--- config.mk ---
export PLATFORM = sky130hd
export DESIGN_NAME = tagged_varint_message_encoder
export DESIGN_NICKNAME = d
export VERILOG_FILES = /design/src/tvme_pkg.sv /design/src/tvme_ctrl.sv /design/src/tvme_dp.sv /design/src/tagged_varint_message_encoder.sv
export SDC_FILE = /design/constraint.sdc
export NUM_CORES = 1
export LEC_CHECK = 0
export ABC_AREA = 1
export BUFFER_PORTS_ARGS = -buffer_cell sky130_fd_sc_hd__clkbuf_2
export CORE_ASPECT_RATIO = 2
export CORE_MARGIN = 4
export CORE_UTILIZATION = 51
export CTS_CLUSTER_DIAMETER = 60
export DETAILED_ROUTE_END_ITERATION = 7
export GPL_TIMING_DRIVEN = 0
export PLACE_DENSITY = 0.75
export REMOVE_ABC_BUFFERS = 1
export SETUP_SLACK_MARGIN = 0.15
export SYNTH_ARGS = -nofsm -noshare
export SYNTH_HDL_FRONTEND = slang
export SYNTH_SLANG_ARGS = --single-unit
--- constraint.sdc ---
create_clock -name clk -period 4.2 [get_ports clk]
set_clock_uncertainty 0.05 [all_clocks]
set_input_delay 0.63 -clock clk [delete_from_list [all_inputs] [get_ports clk]]
set_output_delay 0.63 -clock clk [all_outputs]
set_load 0.01 [all_outputs]
--- src/tvme_pkg.sv ---
// shared types, codes and helpers for the tagged varint message encoder
package tvme_pkg;

    localparam int HOLD_DEPTH = 4;
    localparam int ID_W       = 32;
    localparam int VAL_W      = 64;
    localparam int CODE_W     = 3;
    localparam int OP_W       = 4;
    localparam int EW_W       = 2;
    localparam int BYTE_W     = 8;
    localparam int CFG_IDX_W  = 2;
    localparam int CFG_DATA_W = 32;
    localparam int S_DATA_W   = 112;
    localparam int M_USER_W   = 2;

    localparam logic [ID_W-1:0]   ID_MAX_RESET    = 32'hFFFF_FFFF;
    localparam logic [CODE_W-1:0] SEQ_START_RESET = 3'd6;
    localparam logic [CODE_W-1:0] SEQ_END_RESET   = 3'd7;

    localparam logic [CFG_IDX_W-1:0] CFG_ID_MAX    = 2'd0;
    localparam logic [CFG_IDX_W-1:0] CFG_SEQ_START = 2'd1;
    localparam logic [CFG_IDX_W-1:0] CFG_SEQ_END   = 2'd2;

    localparam logic [OP_W-1:0] OP_FIELD_U  = 4'd0;
    localparam logic [OP_W-1:0] OP_FIELD_S  = 4'd1;
    localparam logic [OP_W-1:0] OP_ELEM_U   = 4'd2;
    localparam logic [OP_W-1:0] OP_ELEM_S   = 4'd3;
    localparam logic [OP_W-1:0] OP_RAW      = 4'd4;
    localparam logic [OP_W-1:0] OP_SEQ      = 4'd5;
    localparam logic [OP_W-1:0] OP_LAZY     = 4'd6;
    localparam logic [OP_W-1:0] OP_END      = 4'd7;
    localparam logic [OP_W-1:0] OP_END_KEEP = 4'd8;

    localparam logic [EW_W-1:0] EW_8  = 2'd0;
    localparam logic [EW_W-1:0] EW_16 = 2'd1;
    localparam logic [EW_W-1:0] EW_32 = 2'd2;

    typedef enum logic [1:0] {
        LOAD_NONE = 2'd0,
        LOAD_HELD = 2'd1,
        LOAD_HDR  = 2'd2,
        LOAD_PAY  = 2'd3
    } load_sel_t;

    typedef enum logic [1:0] {
        HDR_FIELD = 2'd0,
        HDR_START = 2'd1,
        HDR_END   = 2'd2
    } hdr_sel_t;

    typedef enum logic [1:0] {
        EMIT_NONE   = 2'd0,
        EMIT_VARINT = 2'd1,
        EMIT_RAW    = 2'd2,
        EMIT_CLOSE  = 2'd3
    } emit_t;

    typedef struct packed {
        logic      latch;
        logic      push;
        logic      pop;
        logic      held_clr;
        logic      idx_clr;
        logic      idx_inc;
        load_sel_t load_sel;
        hdr_sel_t  hdr_sel;
        emit_t     emit;
        logic      last;
        logic      err;
    } cmd_t;

    typedef struct packed {
        logic id_ok;
        logic wt_seq;
        logic held_empty;
        logic held_full;
        logic commit_last;
        logic vreg_last;
        logic out_free;
    } sts_t;

    function automatic logic [VAL_W-1:0] zigzag(input logic [VAL_W-1:0] v);
        return {v[VAL_W-2:0], 1'b0} ^ {VAL_W{v[VAL_W-1]}};
    endfunction

endpackage

--- src/tvme_ctrl.sv ---
// controller state machine: sequences held headers, header, payload, raw and closing results
module tvme_ctrl
(
    input  logic                         clk,
    input  logic                         rst_n,
    input  logic                         s_tvalid,
    output logic                         s_tready,
    input  logic [tvme_pkg::OP_W-1:0]    in_op,
    input  tvme_pkg::sts_t               sts,
    output tvme_pkg::cmd_t               cmd
);

    typedef enum logic [6:0] {
        S_IDLE     = 7'b0000001,
        S_DISPATCH = 7'b0000010,
        S_COMMIT   = 7'b0000100,
        S_HDR      = 7'b0001000,
        S_PAY      = 7'b0010000,
        S_RAW      = 7'b0100000,
        S_CLOSE    = 7'b1000000
    } state_t;

    state_t                      state_reg, state_next;
    logic [tvme_pkg::OP_W-1:0]   op_reg, op_next;
    logic                        do_hdr_reg, do_hdr_next;
    logic                        do_pay_reg, do_pay_next;
    logic                        err_reg, err_next;
    tvme_pkg::hdr_sel_t          hdr_sel_reg, hdr_sel_next;

    logic                        c_disp, h_disp, p_disp, e_disp;
    tvme_pkg::hdr_sel_t          hs_disp;

    assign s_tready = (state_reg == S_IDLE);

    // item decode, used in the dispatch cycle
    always_comb
    begin
        c_disp  = 1'b0;
        h_disp  = 1'b0;
        p_disp  = 1'b0;
        e_disp  = 1'b0;
        hs_disp = tvme_pkg::HDR_START;
        case (op_reg)
            tvme_pkg::OP_FIELD_U, tvme_pkg::OP_FIELD_S:
            begin
                if (!sts.id_ok)
                begin
                    e_disp = 1'b1;
                end
                else
                begin
                    c_disp  = !sts.held_empty && !sts.wt_seq;
                    h_disp  = 1'b1;
                    p_disp  = 1'b1;
                    hs_disp = tvme_pkg::HDR_FIELD;
                end
            end
            tvme_pkg::OP_ELEM_U, tvme_pkg::OP_ELEM_S:
            begin
                p_disp = 1'b1;
            end
            tvme_pkg::OP_SEQ:
            begin
                c_disp = !sts.held_empty;
                h_disp = sts.id_ok;
                e_disp = !sts.id_ok;
            end
            tvme_pkg::OP_LAZY:
            begin
                if (!sts.id_ok)
                begin
                    e_disp = 1'b1;
                end
                else if (sts.held_full)
                begin
                    c_disp = 1'b1;
                    h_disp = 1'b1;
                end
            end
            tvme_pkg::OP_END:
            begin
                if (sts.held_empty)
                begin
                    h_disp  = 1'b1;
                    hs_disp = tvme_pkg::HDR_END;
                end
            end
            tvme_pkg::OP_END_KEEP:
            begin
                c_disp  = !sts.held_empty;
                h_disp  = 1'b1;
                hs_disp = tvme_pkg::HDR_END;
            end
            default:
            begin
                c_disp = 1'b0;
            end
        endcase
    end

    always_comb
    begin
        state_next   = state_reg;
        op_next      = op_reg;
        do_hdr_next  = do_hdr_reg;
        do_pay_next  = do_pay_reg;
        err_next     = err_reg;
        hdr_sel_next = hdr_sel_reg;
        cmd          = '0;
        cmd.load_sel = tvme_pkg::LOAD_NONE;
        cmd.hdr_sel  = hdr_sel_reg;
        cmd.emit     = tvme_pkg::EMIT_NONE;

        case (state_reg)
            S_IDLE:
            begin
                if (s_tvalid)
                begin
                    cmd.latch  = 1'b1;
                    op_next    = in_op;
                    state_next = S_DISPATCH;
                end
            end
            S_DISPATCH:
            begin
                do_hdr_next  = h_disp;
                do_pay_next  = p_disp;
                err_next     = e_disp;
                hdr_sel_next = hs_disp;
                cmd.hdr_sel  = hs_disp;
                cmd.push     = (op_reg == tvme_pkg::OP_LAZY) && sts.id_ok && !sts.held_full;
                cmd.pop      = (op_reg == tvme_pkg::OP_END) && !sts.held_empty;
                if (op_reg == tvme_pkg::OP_RAW)
                begin
                    state_next = S_RAW;
                end
                else if (c_disp)
                begin
                    cmd.idx_clr  = 1'b1;
                    cmd.load_sel = tvme_pkg::LOAD_HELD;
                    state_next   = S_COMMIT;
                end
                else if (h_disp)
                begin
                    cmd.load_sel = tvme_pkg::LOAD_HDR;
                    state_next   = S_HDR;
                end
                else if (p_disp)
                begin
                    cmd.load_sel = tvme_pkg::LOAD_PAY;
                    state_next   = S_PAY;
                end
                else
                begin
                    state_next = S_CLOSE;
                end
            end
            S_COMMIT:
            begin
                if (sts.out_free)
                begin
                    cmd.emit = tvme_pkg::EMIT_VARINT;
                    if (sts.vreg_last)
                    begin
                        if (!sts.commit_last)
                        begin
                            cmd.idx_inc  = 1'b1;
                            cmd.load_sel = tvme_pkg::LOAD_HELD;
                        end
                        else
                        begin
                            cmd.held_clr = 1'b1;
                            if (do_hdr_reg)
                            begin
                                cmd.load_sel = tvme_pkg::LOAD_HDR;
                                state_next   = S_HDR;
                            end
                            else
                            begin
                                state_next = S_CLOSE;
                            end
                        end
                    end
                end
            end
            S_HDR:
            begin
                if (sts.out_free)
                begin
                    cmd.emit = tvme_pkg::EMIT_VARINT;
                    cmd.last = !do_pay_reg;
                    if (sts.vreg_last)
                    begin
                        if (do_pay_reg)
                        begin
                            cmd.load_sel = tvme_pkg::LOAD_PAY;
                            state_next   = S_PAY;
                        end
                        else
                        begin
                            state_next = S_IDLE;
                        end
                    end
                end
            end
            S_PAY:
            begin
                if (sts.out_free)
                begin
                    cmd.emit = tvme_pkg::EMIT_VARINT;
                    cmd.last = 1'b1;
                    if (sts.vreg_last)
                    begin
                        state_next = S_IDLE;
                    end
                end
            end
            S_RAW:
            begin
                if (sts.out_free)
                begin
                    cmd.emit   = tvme_pkg::EMIT_RAW;
                    cmd.last   = 1'b1;
                    state_next = S_IDLE;
                end
            end
            S_CLOSE:
            begin
                if (sts.out_free)
                begin
                    cmd.emit   = tvme_pkg::EMIT_CLOSE;
                    cmd.last   = 1'b1;
                    cmd.err    = err_reg;
                    state_next = S_IDLE;
                end
            end
            default:
            begin
                state_next = S_IDLE;
            end
        endcase
    end

    always_ff @(posedge clk or negedge rst_n)
    begin
        if (!rst_n)
        begin
            state_reg   <= S_IDLE;
            op_reg      <= '0;
            do_hdr_reg  <= 1'b0;
            do_pay_reg  <= 1'b0;
            err_reg     <= 1'b0;
            hdr_sel_reg <= tvme_pkg::HDR_START;
        end
        else
        begin
            state_reg   <= state_next;
            op_reg      <= op_next;
            do_hdr_reg  <= do_hdr_next;
            do_pay_reg  <= do_pay_next;
            err_reg     <= err_next;
            hdr_sel_reg <= hdr_sel_next;
        end
    end

endmodule

--- src/tvme_dp.sv ---
// datapath: config registers, held id stack, varint shifter and output register
module tvme_dp
#(
    parameter int HOLD_DEPTH = tvme_pkg::HOLD_DEPTH
)
(
    input  logic                              clk,
    input  logic                              rst_n,
    input  logic                              cfg_we,
    input  logic [tvme_pkg::CFG_IDX_W-1:0]    cfg_index,
    input  logic [tvme_pkg::CFG_DATA_W-1:0]   cfg_data,
    input  logic [tvme_pkg::OP_W-1:0]         in_op,
    input  logic [tvme_pkg::ID_W-1:0]         in_field_id,
    input  logic [tvme_pkg::CODE_W-1:0]       in_wire_type,
    input  logic [tvme_pkg::VAL_W-1:0]        in_value,
    input  logic [tvme_pkg::EW_W-1:0]         in_element_width,
    input  tvme_pkg::cmd_t                    cmd,
    output tvme_pkg::sts_t                    sts,
    input  logic                              m_tready,
    output logic                              m_tvalid,
    output logic [tvme_pkg::BYTE_W-1:0]       out_byte,
    output logic                              byte_valid,
    output logic                              status,
    output logic                              last
);

    localparam int IW = (HOLD_DEPTH > 1) ? $clog2(HOLD_DEPTH) : 1;
    localparam int CW = $clog2(HOLD_DEPTH + 1);
    localparam int VW = tvme_pkg::VAL_W;
    localparam int IDW = tvme_pkg::ID_W;
    localparam int CDW = tvme_pkg::CODE_W;

    logic [IDW-1:0]  id_max_reg;
    logic [CDW-1:0]  seq_start_reg;
    logic [CDW-1:0]  seq_end_reg;

    logic [IDW-1:0]  held_ids [HOLD_DEPTH];
    logic [CW-1:0]   held_count_reg;
    logic [IW-1:0]   idx_reg;
    logic [IW-1:0]   idx_next;

    logic [IDW-1:0]  id_reg;
    logic [CDW-1:0]  wt_reg;
    logic [VW-1:0]   pay_reg;
    logic            id_ok_reg;
    logic            wt_seq_reg;
    logic [VW-1:0]   vreg_reg;

    logic [VW-1:0]   pay_calc;
    logic [VW-1:0]   elem_bits;
    logic [VW-1:0]   hdr_word;
    logic [VW-1:0]   held_word;
    logic            vlast;

    logic            out_valid_reg;
    logic [tvme_pkg::BYTE_W-1:0] out_byte_reg;
    logic            out_bv_reg;
    logic            out_status_reg;
    logic            out_last_reg;

    // element payload: truncate to width, optional sign extension
    always_comb
    begin
        case (in_element_width)
            tvme_pkg::EW_8:
                elem_bits = {{(VW-8){in_value[7] & in_op[0]}}, in_value[7:0]};
            tvme_pkg::EW_16:
                elem_bits = {{(VW-16){in_value[15] & in_op[0]}}, in_value[15:0]};
            tvme_pkg::EW_32:
                elem_bits = {{(VW-32){in_value[31] & in_op[0]}}, in_value[31:0]};
            default:
                elem_bits = in_value;
        endcase
    end

    always_comb
    begin
        case (in_op)
            tvme_pkg::OP_FIELD_S: pay_calc = tvme_pkg::zigzag(in_value);
            tvme_pkg::OP_ELEM_U:  pay_calc = elem_bits;
            tvme_pkg::OP_ELEM_S:  pay_calc = tvme_pkg::zigzag(elem_bits);
            default:              pay_calc = in_value;
        endcase
    end

    always_comb
    begin
        case (cmd.hdr_sel)
            tvme_pkg::HDR_FIELD: hdr_word = {{(VW-IDW-CDW){1'b0}}, id_reg, wt_reg};
            tvme_pkg::HDR_START: hdr_word = {{(VW-IDW-CDW){1'b0}}, id_reg, seq_start_reg};
            default:             hdr_word = {{(VW-CDW){1'b0}}, seq_end_reg};
        endcase
    end

    always_comb
    begin
        if (cmd.idx_clr)
            idx_next = '0;
        else if (cmd.idx_inc)
            idx_next = idx_reg + IW'(1);
        else
            idx_next = idx_reg;
    end

    assign held_word = {{(VW-IDW-CDW){1'b0}}, held_ids[idx_next], seq_start_reg};
    assign vlast     = (vreg_reg[VW-1:7] == '0);

    assign sts.id_ok       = id_ok_reg;
    assign sts.wt_seq      = wt_seq_reg;
    assign sts.held_empty  = (held_count_reg == '0);
    assign sts.held_full   = (held_count_reg == CW'(HOLD_DEPTH));
    assign sts.commit_last = ((CW'(idx_reg) + CW'(1)) == held_count_reg);
    assign sts.vreg_last   = vlast;
    assign sts.out_free    = !out_valid_reg || m_tready;

    // configuration, held count and output valid flag
    always_ff @(posedge clk or negedge rst_n)
    begin
        if (!rst_n)
        begin
            id_max_reg     <= tvme_pkg::ID_MAX_RESET;
            seq_start_reg  <= tvme_pkg::SEQ_START_RESET;
            seq_end_reg    <= tvme_pkg::SEQ_END_RESET;
            held_count_reg <= '0;
            out_valid_reg  <= 1'b0;
        end
        else
        begin
            if (cfg_we)
            begin
                case (cfg_index)
                    tvme_pkg::CFG_ID_MAX:    id_max_reg    <= cfg_data[IDW-1:0];
                    tvme_pkg::CFG_SEQ_START: seq_start_reg <= cfg_data[CDW-1:0];
                    tvme_pkg::CFG_SEQ_END:   seq_end_reg   <= cfg_data[CDW-1:0];
                    default:                 id_max_reg    <= id_max_reg;
                endcase
            end
            if (cmd.held_clr)
                held_count_reg <= '0;
            else if (cmd.push)
                held_count_reg <= held_count_reg + CW'(1);
            else if (cmd.pop)
                held_count_reg <= held_count_reg - CW'(1);
            if (cmd.emit != tvme_pkg::EMIT_NONE)
                out_valid_reg <= 1'b1;
            else if (m_tready)
                out_valid_reg <= 1'b0;
        end
    end

    // held ids, item, shifter and output data registers
    always_ff @(posedge clk)
    begin
        if (cmd.push)
            held_ids[held_count_reg[IW-1:0]] <= id_reg;
        idx_reg <= idx_next;
        if (cmd.latch)
        begin
            id_reg     <= in_field_id;
            wt_reg     <= in_wire_type;
            pay_reg    <= pay_calc;
            id_ok_reg  <= (in_field_id <= id_max_reg);
            wt_seq_reg <= (in_wire_type == seq_start_reg) || (in_wire_type == seq_end_reg);
        end
        case (cmd.load_sel)
            tvme_pkg::LOAD_HELD: vreg_reg <= held_word;
            tvme_pkg::LOAD_HDR:  vreg_reg <= hdr_word;
            tvme_pkg::LOAD_PAY:  vreg_reg <= pay_reg;
            default:
            begin
                if (cmd.emit == tvme_pkg::EMIT_VARINT)
                    vreg_reg <= {7'd0, vreg_reg[VW-1:7]};
            end
        endcase
        case (cmd.emit)
            tvme_pkg::EMIT_VARINT:
            begin
                out_byte_reg   <= {!vlast, vreg_reg[6:0]};
                out_bv_reg     <= 1'b1;
                out_status_reg <= 1'b0;
                out_last_reg   <= cmd.last & vlast;
            end
            tvme_pkg::EMIT_RAW:
            begin
                out_byte_reg   <= pay_reg[7:0];
                out_bv_reg     <= 1'b1;
                out_status_reg <= 1'b0;
                out_last_reg   <= cmd.last;
            end
            tvme_pkg::EMIT_CLOSE:
            begin
                out_byte_reg   <= '0;
                out_bv_reg     <= 1'b0;
                out_status_reg <= cmd.err;
                out_last_reg   <= cmd.last;
            end
            default:
            begin
                out_byte_reg <= out_byte_reg;
            end
        endcase
    end

    assign m_tvalid   = out_valid_reg;
    assign out_byte   = out_byte_reg;
    assign byte_valid = out_bv_reg;
    assign status     = out_status_reg;
    assign last       = out_last_reg;

endmodule

--- src/tagged_varint_message_encoder.sv ---
// top level of the tagged varint message encoder
// accept in idle, decode in dispatch, then the first result enters the output register
// an item gives 1 to 35 results, one per cycle unless the output stalls; the next item waits
// held headers are sent first, 35-bit headers take up to 5 bytes, payloads up to 10 bytes
// output backpressure stalls the byte sequencer; one finished result may wait in the output register
// reset clears the held id count and the output valid flag, and loads config defaults
module tagged_varint_message_encoder
#(
    parameter int HOLD_DEPTH = tvme_pkg::HOLD_DEPTH
)
(
    input  logic                              clk,
    input  logic                              rst_n,
    input  logic                              s_tvalid,
    output logic                              s_tready,
    // operation, field_id, wire_type, value, element_width
    input  logic [tvme_pkg::S_DATA_W-1:0]     s_tdata,
    output logic                              m_tvalid,
    input  logic                              m_tready,
    // out_byte
    output logic [tvme_pkg::BYTE_W-1:0]       m_tdata,
    // byte_valid, status
    output logic [tvme_pkg::M_USER_W-1:0]     m_tuser,
    output logic                              m_tlast,
    input  logic                              cfg_we,
    input  logic [tvme_pkg::CFG_IDX_W-1:0]    cfg_index,
    input  logic [tvme_pkg::CFG_DATA_W-1:0]   cfg_data
);

    tvme_pkg::cmd_t cmd;
    tvme_pkg::sts_t sts;

    logic [tvme_pkg::OP_W-1:0]   in_op;
    logic [tvme_pkg::ID_W-1:0]   in_field_id;
    logic [tvme_pkg::CODE_W-1:0] in_wire_type;
    logic [tvme_pkg::VAL_W-1:0]  in_value;
    logic [tvme_pkg::EW_W-1:0]   in_element_width;
    logic                        byte_valid;
    logic                        status;

    assign in_op            = s_tdata[3:0];
    assign in_field_id      = s_tdata[35:4];
    assign in_wire_type     = s_tdata[38:36];
    assign in_value         = s_tdata[102:39];
    assign in_element_width = s_tdata[104:103];

    assign m_tuser = {status, byte_valid};

    tvme_ctrl u_ctrl
    (
        .clk      (clk),
        .rst_n    (rst_n),
        .s_tvalid (s_tvalid),
        .s_tready (s_tready),
        .in_op    (in_op),
        .sts      (sts),
        .cmd      (cmd)
    );

    tvme_dp
    #(
        .HOLD_DEPTH (HOLD_DEPTH)
    )
    u_dp
    (
        .clk              (clk),
        .rst_n            (rst_n),
        .cfg_we           (cfg_we),
        .cfg_index        (cfg_index),
        .cfg_data         (cfg_data),
        .in_op            (in_op),
        .in_field_id      (in_field_id),
        .in_wire_type     (in_wire_type),
        .in_value         (in_value),
        .in_element_width (in_element_width),
        .cmd              (cmd),
        .sts              (sts),
        .m_tready         (m_tready),
        .m_tvalid         (m_tvalid),
        .out_byte         (m_tdata),
        .byte_valid       (byte_valid),
        .status           (status),
        .last             (m_tlast)
    );

endmodule

# Word level (Yosys, flattened, before mapping)
# Memories as Yosys holds them, arrays and structs flattened.
# Cells that the tools add are included.
[totals]
reg_bits = 236
latch_bits = 0
mem_bits_rw = 128
mem_bits_ro = 0
inputBits = 151
out_inout_bits = 13
wordCells = 194
memories = 1
[op_classes]
addsub = 4
multipliers = 0
div = 0
n_lt_le_gt_ge = 1
eq_ne = 42
shifts = 0
muxes = 80
n_bitwise = 6
reduce_logical = 38
[mem_list]
columns = ["memory", "words", "word_bits", "read_ports", "rd_ports_with_merged_regs", "write_ports", "line", "text"]
rows = [
  ["u_dp.held_ids", 4, 32, 1, 0, 1, "tvme_dp.sv:37", "logic [IDW-1:0] held_ids [HOLD_DEPTH];"],
]
[op_table]
columns = ["operator", "count"]
rows = [
  ["64-bit case mux with 3 select lines", 3],
  ["64-bit bitwise XOR", 2],
  ["7-bit 2-to-1 mux", 14],
  ["35-bit case mux with 2 select lines", 1],
  ["64-bit 2-to-1 mux", 1],
  ["57-bit zero test", 1],
  ["7-bit case mux with 6 select lines", 1],
  ["32-bit less-or-equal comparator", 1],
  ["2-bit 2-to-1 mux", 16],
  ["1-bit 2-to-1 mux", 24],
  ["8-bit case mux with 3 select lines", 1],
  ["3-bit 2-to-1 mux", 6],
  ["4-bit by 2-bit equality test with 1-bit output, second input constant", 4],
  ["4-bit by 3-bit equality test with 1-bit output, second input constant", 4],
  ["2-bit equality test, second input constant", 6],
  ["2-bit case mux with 3 select lines", 2],
  ["2-bit OR reduction", 6],
  ["2-bit by 1-bit equality test with 1-bit output, second input constant", 5],
  ["2-bit by 1-bit != test with 1-bit output, second input constant", 5],
  ["1-bit case mux with 2 select lines", 5],
  ["2-bit case mux with 5 select lines", 1],
  ["3-bit equality test", 3],
  ["9-bit AND reduction", 1],
  ["4-bit by 1-bit equality test with 1-bit output, second input constant", 2],
  ["31 further kinds", 56],
]

# Longest topological paths before layout
# Gate-level depths: netlist (run 1).
# An unclocked memory read counts as a cell.
[depth]
depth_word = 11
depth_mapped = 19
ltp_nobuf = 17

# By module
# From an unflattened synthesis (run 1), not the netlist that was laid out.
[unflattened]
hier_cells = 2095
area_unflattened_um2 = 19279.7
[by_module_without_submodules]
columns = ["module", "n_inst", "cells_per_inst", "area_each_um2", "seq_area_each_um2"]
rows = [
  ["tvme_dp", 1, 1921, 18093.6, 10266.1],
  ["tvme_ctrl", 1, 172, 1171.1, 402.9],
  ["tagged_varint_message_encoder", 1, 2, 15.0, 0.0],
]

# Least setup slack after synthesis (run 1)
# No wires, ideal clock.
[synth_path]
path_kind = "flip-flop to flip-flop"
startpoint = "register u_ctrl.state_reg[6]"
endpoint = "register u_dp.vreg_reg[0], enable pin"
setup_ns = 0.423
arrival_ns = 3.752
required_ns = 3.727
slack_ns = -0.026
path_stages_with_launch = 17
path_buffers = 2
period_less_slack_ns = 4.226
path_cell_list = "dfrtp_1 -> inv_2 -> nand2_2 -> nor2_2 -> inv_1 -> nor4_2 -> inv_1 -> nor3_1 -> inv_1 -> o21ai_0 -> a21oi_1 -> inv_1 -> ha_1 -> clkbuf_1 -> clkbuf_1 -> nor2_1 -> nand2_1"
[synth_via]
elab_chain_len = 4
elab_cells_between_ends = 13
cone_classes = "eq/ne (10); mux (2); reduce/logical (1)"
[synth_rtl]
columns = ["item", "line", "text"]
rows = [
  ["start: declaration", "tvme_ctrl.sv:23", "state_t state_reg, state_next;"],
  ["start signal: assignment", "tvme_ctrl.sv:257", "state_reg <= state_next;"],
  ["7-bit equality test (tied with other cells)", "tvme_ctrl.sv:114", "case (state_reg)"],
  ["2-bit case mux with 5 select lines / 2-bit case mux with 3 select lines (equally long branches)", "tvme_ctrl.sv:114", ""],
  ["2-bit by 1-bit equality test with 1-bit output (tied with other cells)", "tvme_dp.sv:171", "if (cmd.emit == tvme_pkg::EMIT_VARINT)"],
  ["4-bit nonzero test (no source line) *", "n/a", ""],
  ["end signal: assignment", "tvme_dp.sv:167", "tvme_pkg::LOAD_HDR: vreg_reg <= hdr_word;"],
  ["end signal: assignment", "tvme_dp.sv:168", "tvme_pkg::LOAD_PAY: vreg_reg <= pay_reg;"],
  ["end signal: assignment", "tvme_dp.sv:172", "vreg_reg <= {7'd0, vreg_reg[VW-1:7]};"],
  ["end: declaration", "tvme_dp.sv:47", "logic [VW-1:0] vreg_reg;"],
]
# Mark *: on every way between the ends. The rest lies on a longest branch, timed or not.
# A chain may end at the register's enable or synchronous reset.

# Worst setup path after layout (run 1)
[layout_path]
startpoint = "register u_dp.vreg_reg[50]"
endpoint = "register u_dp.vreg_reg[31], enable pin"
[layout_via]
elab_chain_len = 6
elab_cells_between_ends = 10
cone_classes = "eq/ne (3); mux (5); reduce/logical (2)"
[layout_rtl]
columns = ["item", "line", "text"]
rows = [
  ["start signal: assignment", "tvme_dp.sv:166", "tvme_pkg::LOAD_HELD: vreg_reg <= held_word;"],
  ["start signal: assignment", "tvme_dp.sv:167", ""],
  ["start signal: assignment", "tvme_dp.sv:168", ""],
  ["57-bit zero test *", "tvme_dp.sv:106", "assign vlast = (vreg_reg[VW-1:7] == '0);"],
  ["2-bit 2-to-1 mux / 3-bit 2-to-1 mux (equally long branches)", "tvme_ctrl.sv:192, tvme_ctrl.sv:163", ""],
  ["2-bit 2-to-1 mux / 3-bit 2-to-1 mux (equally long branches)", "tvme_ctrl.sv:188, tvme_ctrl.sv:160", ""],
  ["2-bit case mux with 3 select lines *", "tvme_ctrl.sv:114", ""],
  ["2-bit by 1-bit equality test with 1-bit output / 2-bit equality test (equally long branches)", "tvme_dp.sv:165", "case (cmd.load_sel)"],
  ["4-bit nonzero test (no source line) *", "n/a", ""],
]
# Marks and branches as above.

==> metrics.csv, run 1 <==
stage;metric;value;unit
yosys;synth_top_family_by_area;simple AND/OR/NAND/NOR gates;
placement;dp_slack;-378;ps
clock_network;clock_latency;550;ps
yosys;synth-seq-cells;364;
die;core-area;36400;um^2
global_routing;grt_overflow;0;
detailed_routing;dr.pass1.iters;7;
yosys;synth_xor_area_frac;0.0317;
worst_setup_path;cp.required;4330;ps
pwr;peakVddDrop;0.000467;V
worst_setup_path;r2r-start;u_dp.vreg_reg[50];
worst_hold_path;hold_end;u_dp.id_reg[28];
timing;tightest_slew;1370;ps
run_status;status;complete, no violations;
yosys;synthSimpleGateAreaFrac;0.188;
detailed_routing;drt-total-wl;50600;um
yosys;syn_avg_cell_area;9.22;um^2
timing;setup_violations;0;
yosys;synth_cell_type_count;48;
yosys;synth_top_cells_by_area;edfxtp_1 (49%), nand2_1 (8.5%), inv_1 (5.7%), nand3_1 (5.6%), dfstp_2 (5.5%);
global_routing;grt_pass1_vias;14900;
worst_hold_path;worstHoldPathType;in -> reg;
timing;drv_slew;0;
detailed_routing;post-route-drc-count;0;
detailed_routing;wl_per_cell;19.3;um
timing;rsz0062_at_grt;true;
die;initial_core_util;0.516;
die;io_pins;164;
global_routing;grt_pass1_wl;77800;um
cells_and_area;final_common_cell;nand2_1;
worst_setup_path;rrSetupSlack;390;ps
clock_network;cts.sinks;364;
placement;dp.cells;2562;
detailed_routing;vias_per_cell;5.67;
detailed_routing;ant_nets;0;
clock_network;clk_pin_slew;60;ps
detailed_routing;drt-initial-drc-count;1256;
yosys;async_flop_share;0.159;
timing;setup_ws;387;ps
detailed_routing;vias;14900;
job;cap_violations;0;
placement;dpl_cell_area;20100;um^2
timing;max_freq;0.262;GHz
yosys;syn_area;18800;um^2
yosys;yosys.area.top_type;edfxtp_1;
global_routing;antenna_found_initial;5;
placement;io_buffers;156;
worst_setup_path;r2r_cells;15;
worst_hold_path;min_from;s_tdata[32];
yosys;synth_top_area_share;0.486;
cells_and_area;final_cells;2631;
global_routing;grt_max_degree;69;
worst_setup_path;cp_max_fo;64;
clock_network;cts-root-buf;clkbuf_16;
die;die_y;279;um
cells_and_area;layout_common_cells;nand2_1 (426), edfxtp_1 (304), inv_1 (286);
cells_and_area;fin_area;21300;um^2
worst_hold_path;hold_path_depth;1;
yosys;synth_compound_area_frac;0.100;
cells_and_area;fillers;3084;
cells_and_area;drive_above_1_share;0.154;
global_routing;grt_usage;0.247;
timing;setup_tns;0;ps
worst_setup_path;start_kind;flop;
pwr;powerDensity;537;nW/um^2
yosys;syn_inst;2037;
cells_and_area;nets;2336;
die;num_rows;99;
clock_network;numCtsBuffers;34;
timing;relSlewSlack;0.0819;
timing;layout_min_cycle_time;3810;ps
worst_setup_path;critPathCaptureType;flop;
die;fp.dieW;144;um
cells_and_area;largest_reg_flops;128;
pwr;total_leakage_power;9.16;nW
clock_network;clock_path_buffers;3;
worst_setup_path;path_class;reg -> reg;
placement;dp_hpwl;34400;um
worst_setup_path;arrival;3940;ps
worst_setup_path;r2r-end;u_dp.vreg_reg[31];
cells_and_area;syn2layout_area_growth;13.5;%
yosys;ys_dominant_reg_cell;edfxtp_1;
timing;hold_violations;0;
die;die_area;40200;um^2
placement;place_congestion;0.905;
yosys;synth_edf_count;304;
yosys;muxShareOfSynthArea;0;
clock_network;cts_tree;yes;
yosys;yosys_warnings;0;
timing;fin_crit_sh;0.908;
clock_network;cts_max_level;2;
yosys;synthAdderAreaFrac;0.0257;
yosys;ys_seq_area_frac;0.568;
## synthesized netlist by cell type, types with 2 or more instances
cell type / number
dfxtp_1: 2
nor3_1: 12
o21ai_1: 6
inv_2: 15
edfxtp_1: 304
nor4_2: 3
buf_1: 7
nor2_1: 140
nor4_1: 4
xnor2_1: 64
or2_2: 2
inv_1: 287
or2_1: 2
a31oi_1: 3
buf_4: 2
a211oi_1: 3
dfstp_2: 39
nand4_1: 12
nor2_2: 4
nor2_4: 2
a32o_1: 8
o21ai_0: 130
dfrtp_1: 19
ha_1: 37
o2111ai_1: 23
nand2_1: 427
nand2_2: 4
buf_2: 30
clkbuf_1: 61
nand3_2: 2
o211ai_1: 2
a21oi_2: 6
a221oi_1: 3
nor3_2: 2
o31ai_1: 2
a21oi_1: 133
o221ai_1: 8
nand3_1: 209
buf_6: 6
xor2_1: 4
## per-layer routing
layer	share of wire	track usage	vias to the layer above	wire length, um
met1	0.34	0.270	7086	17300
met2	0.52	0.443	638	26500
li1	-	-	7025	-
met3	0.064	0.0348	172	3260
met5	0.00034	0	-	17
met4	0.070	0.152	4	3550
## power breakdown
| group | switching [mW] | internal [mW] |
|---|---|---|
| clock | 1.39 | 1.85 |
| sequential | 0.476 | 5.11 |
| combinational | 1.82 | 0.802 |
## cell families after synthesis
| family | Yosys count |
|---|---|
| xor+xnor | 68 |
| flops | 364 |
| simple gates | 827 |
| compound gates | 332 |
| fa+ha+maj | 38 |
| buf+inv | 408 |
## timing repair
| action | 4_1_cts | 5_1_grt |
|---|---|---|
| gates resized for setup | 3 | 4 |
| endpoints found under the setup margin | 121 | 114 |
| setup buffers | 1 | 0 |
| pin swaps | 1 | 1 |
| cloned | 0 | 2 |
| hold endpoints to repair | 0 | 0 |
| hold buffers | 0 | 0 |
## per-stage QoR
step / util / hold slack, ps / total power [mW]
floorplan: - / 284 / 7.13
global placement: 0.540 / 414 / 8.05
detailed placement: 0.552 / 421 / 8.17
CTS: 0.584 / 207 / 11.4
global route: 0.586 / 227 / 12.0
finish: 0.586 / 236 / 11.5
## worst max-delay path, stage by stage (launching register included)
cell      delay [ps]
edfxtp_1         420
nor2_1           130
nand2_1           60
nor2_1           130
nand2_1          150
nor2_2           270
nand3_1          220
nor2_1           180
inv_1             50
nor2_1           210
a21oi_1          210
inv_1            160
ha_4             340
buf_12           260
nor2_1           150
nand2_8          420
## worst max path at each step
stage	start	end	slack [ps]	cells after the start
after floorplan	u_ctrl.state_reg[6]	u_dp.vreg_reg[0]	-1030	10
after global placement	u_ctrl.state_reg[6]	u_dp.vreg_reg[43]	-3390	10
after detailed placement	u_ctrl.state_reg[6]	u_dp.vreg_reg[36]	-380	11
after CTS	u_dp.m_tvalid	u_dp.vreg_reg[13]	180	12
after global routing	u_dp.held_count_reg[0]	u_dp.vreg_reg[14]	140	13
final	u_dp.vreg_reg[50]	u_dp.vreg_reg[31]	390	15
## cell type report
cell class,instances,area (um^2),share of cell area
Sequential cell,364,10700,0.500
Multi-Input combinational cell,1267,6650,0.312
Timing Repair Buffer,178,1150,0.0537
Inverter,302,1140,0.0533
Clock buffer,41,897,0.0421
Tap cell,454,568,0.0266
Clock inverter,21,253,0.0118
Antenna cell,4,10.0,0.000469
(Power assumes the default switching activity.)
==> run 2: changes to the inputs <==
--- a/config.mk
+++ b/config.mk
@@ -14,7 +14,6 @@
 export DETAILED_ROUTE_END_ITERATION = 7
 export GPL_TIMING_DRIVEN = 0
 export PLACE_DENSITY = 0.75
-export REMOVE_ABC_BUFFERS = 1
 export SETUP_SLACK_MARGIN = 0.15
 export SYNTH_ARGS = -nofsm -noshare
 export SYNTH_HDL_FRONTEND = slang
==> metrics.csv, run 2 (same netlist as run 1, synthesis figures left out) <==
stage;metric;value;unit
timing;fin_crit_sh;0.923;
timing;rsz0062_at_grt;true;
die;fp.dieW;144;um
timing;max_freq;0.258;GHz
worst_setup_path;crit_cells;18;
clock_network;cts-root-buf;clkbuf_16;
pwr;post-layout-total-power;11.2;mW
worst_setup_path;cp_cell_sequence;nor2_1 -> nand2_1 -> nor2_1 -> nand2_1 -> nor2_4 -> nand3_1 -> nor2_1 -> inv_1 -> nor2_1 -> a21oi_1 -> inv_1 -> ha_1 -> clkbuf_2 -> clkbuf_1 -> a21oi_1 -> o21ai_0 -> inv_1 -> a21oi_4;
die;die_y;279;um
die;initial_core_util;0.516;
cells_and_area;layout_common_cells;nand2_1 (426), edfxtp_1 (304), inv_1 (287);
timing;relSlewSlack;0.284;
worst_setup_path;crit_family;simple AND/OR/NAND/NOR gates;
timing;setup_tns;0;ps
clock_network;cts_tree;yes;
timing;layout_min_cycle_time;3880;ps
cells_and_area;multi_input_area;6590;um^2
placement;io_buffers;156;
clock_network;cts.sinks;364;
worst_setup_path;critPathBufInv;5;
global_routing;grt_pass1_vias;15600;
detailed_routing;post-route-drc-count;0;
worst_setup_path;cp.required;4530;ps
worst_setup_path;start_kind;flop;
clock_network;clk_pin_slew;80;ps
detailed_routing;dr.pass1.iters;6;
global_routing;grt_pass1_wl;83600;um
timing;tightest_slew;1070;ps
placement;dp.cells;2659;
cells_and_area;nets;2431;
clock_network;clock_path_buffers;3;
worst_setup_path;arrival;4200;ps
global_routing;grt_usage;0.272;
clock_network;cts_hold_buf;0;
die;core-area;36400;um^2
detailed_routing;drt-initial-drc-count;1122;
detailed_routing;drt-total-wl;55100;um
worst_setup_path;path_class;reg -> reg;
cells_and_area;syn2layout_area_growth;13.9;%
placement;place_congestion;1.00;
pwr;peakVddDrop;0.000370;V
global_routing;antenna_found_initial;1;
placement;dp_hpwl;42700;um
worst_hold_path;worstHoldPathType;in -> async;
worst_setup_path;cp_max_fo;10;
timing;drv_slew;0;
cells_and_area;largest_reg_flops;128;
detailed_routing;vias;15200;
global_routing;grt_overflow;0;
worst_setup_path;slowest_delay;430;ps
cells_and_area;area.sequential;10700;um^2
cells_and_area;final_common_cell;nand2_1;
cells_and_area;fillers;3142;
timing;setup_violations;0;
yosys;synth_nets;2226;
die;io_pins;164;
detailed_routing;wl_per_cell;20.3;um
run_status;status;complete, no violations;
cells_and_area;drive_above_1_share;0.159;
worst_setup_path;critical_path.most_common_cell;nor2_1;
placement;dp_slack;-362;ps
die;num_rows;99;
clock_network;cts_max_level;1;
die;die_area;40200;um^2
timing;setup_ws;324;ps
clock_network;numCtsBuffers;29;
pwr;total_leakage_power;9.28;nW
global_routing;grt_max_degree;72;
cells_and_area;final_cells;2719;
detailed_routing;vias_per_cell;5.61;
worst_setup_path;critPathCaptureType;flop;
pwr;powerDensity;521;nW/um^2
job;cap_violations;0;
clock_network;clock_latency;570;ps
worst_setup_path;r2r_cells;18;
timing;hold_violations;0;
worst_setup_path;cp_slowest_cell;edfxtp_1;
detailed_routing;ant_nets;0;
run 2: timing repair:
| action | in CTS | in global routing |
|---|---|---|
| gates cloned | 2 | 0 |
| pin swaps | 1 | 0 |
| endpoints found under the hold margin | 0 | 0 |
| gates resized for setup | 18 | 20 |
| setup endpoints to repair | 115 | 110 |
| setup buffers | 4 | 0 |
run 2: layout make-up:
type,instances,area share
well taps,454,0.0266
clock buffers,43,0.0388
plain buffers,106,0.0244
multi-input cells,1267,0.308
clock inverters,10,0.00433
repair buffers,172,0.0461
flip-flops and latches,364,0.499
diodes,1,0.000117
inverters,302,0.0531
run 2: worst reg2reg max path, stage by stage (launching register included):
cell      delay [ps]
edfxtp_1         430
nor2_1           130
nand2_1           60
nor2_1           210
nand2_1          230
nor2_4           250
nand3_1          170
nor2_1           160
inv_1             50
nor2_1           210
a21oi_1          180
inv_1            110
ha_1             160
clkbuf_2         260
clkbuf_1         410
a21oi_1          140
o21ai_0          100
inv_1            100
a21oi_4          280
run 2: where the power goes:
group | switching (mW) | internal, mW
Sequential | 0.529 | 5.11
Combinational | 1.93 | 0.861
Clock | 1.28 | 1.44
Total | 3.75 | 7.41
run 2: through the flow:
stage	hold slack, ps	util	cell area, um^2
after global placement	416	0.553	20100
after floorplan	284	-	18800
after detailed placement	419	0.558	20300
after global routing	173	0.587	21400
after CTS	141	0.586	21400
final	119	0.587	21400
run 2: final timing paths:
path                       slack, ps          startpoint                    end
setup / recovery                 320   u_dp.vreg_reg[25]      u_dp.vreg_reg[14]
hold / removal                   120               rst_n    u_ctrl.state_reg[1]
setup reg to reg                 320   u_dp.vreg_reg[25]      u_dp.vreg_reg[14]
hold reg to reg                  430  u_dp.id_max_reg[9]     u_dp.id_max_reg[9]
max in group asynchronous       3440               rst_n  u_ctrl.hdr_sel_reg[1]
min in group clk                 210         s_tdata[31]        u_dp.id_reg[27]
run 2: routing by layer:
metal  vias to the layer above  wire [um]  global-route usage
met5                         -          0                   0
met4                         0       4370               0.181
met3                       197       2830              0.0325
met2                       624      29700               0.512
met1                      7209      18200               0.271
li1                       7219          -                   -
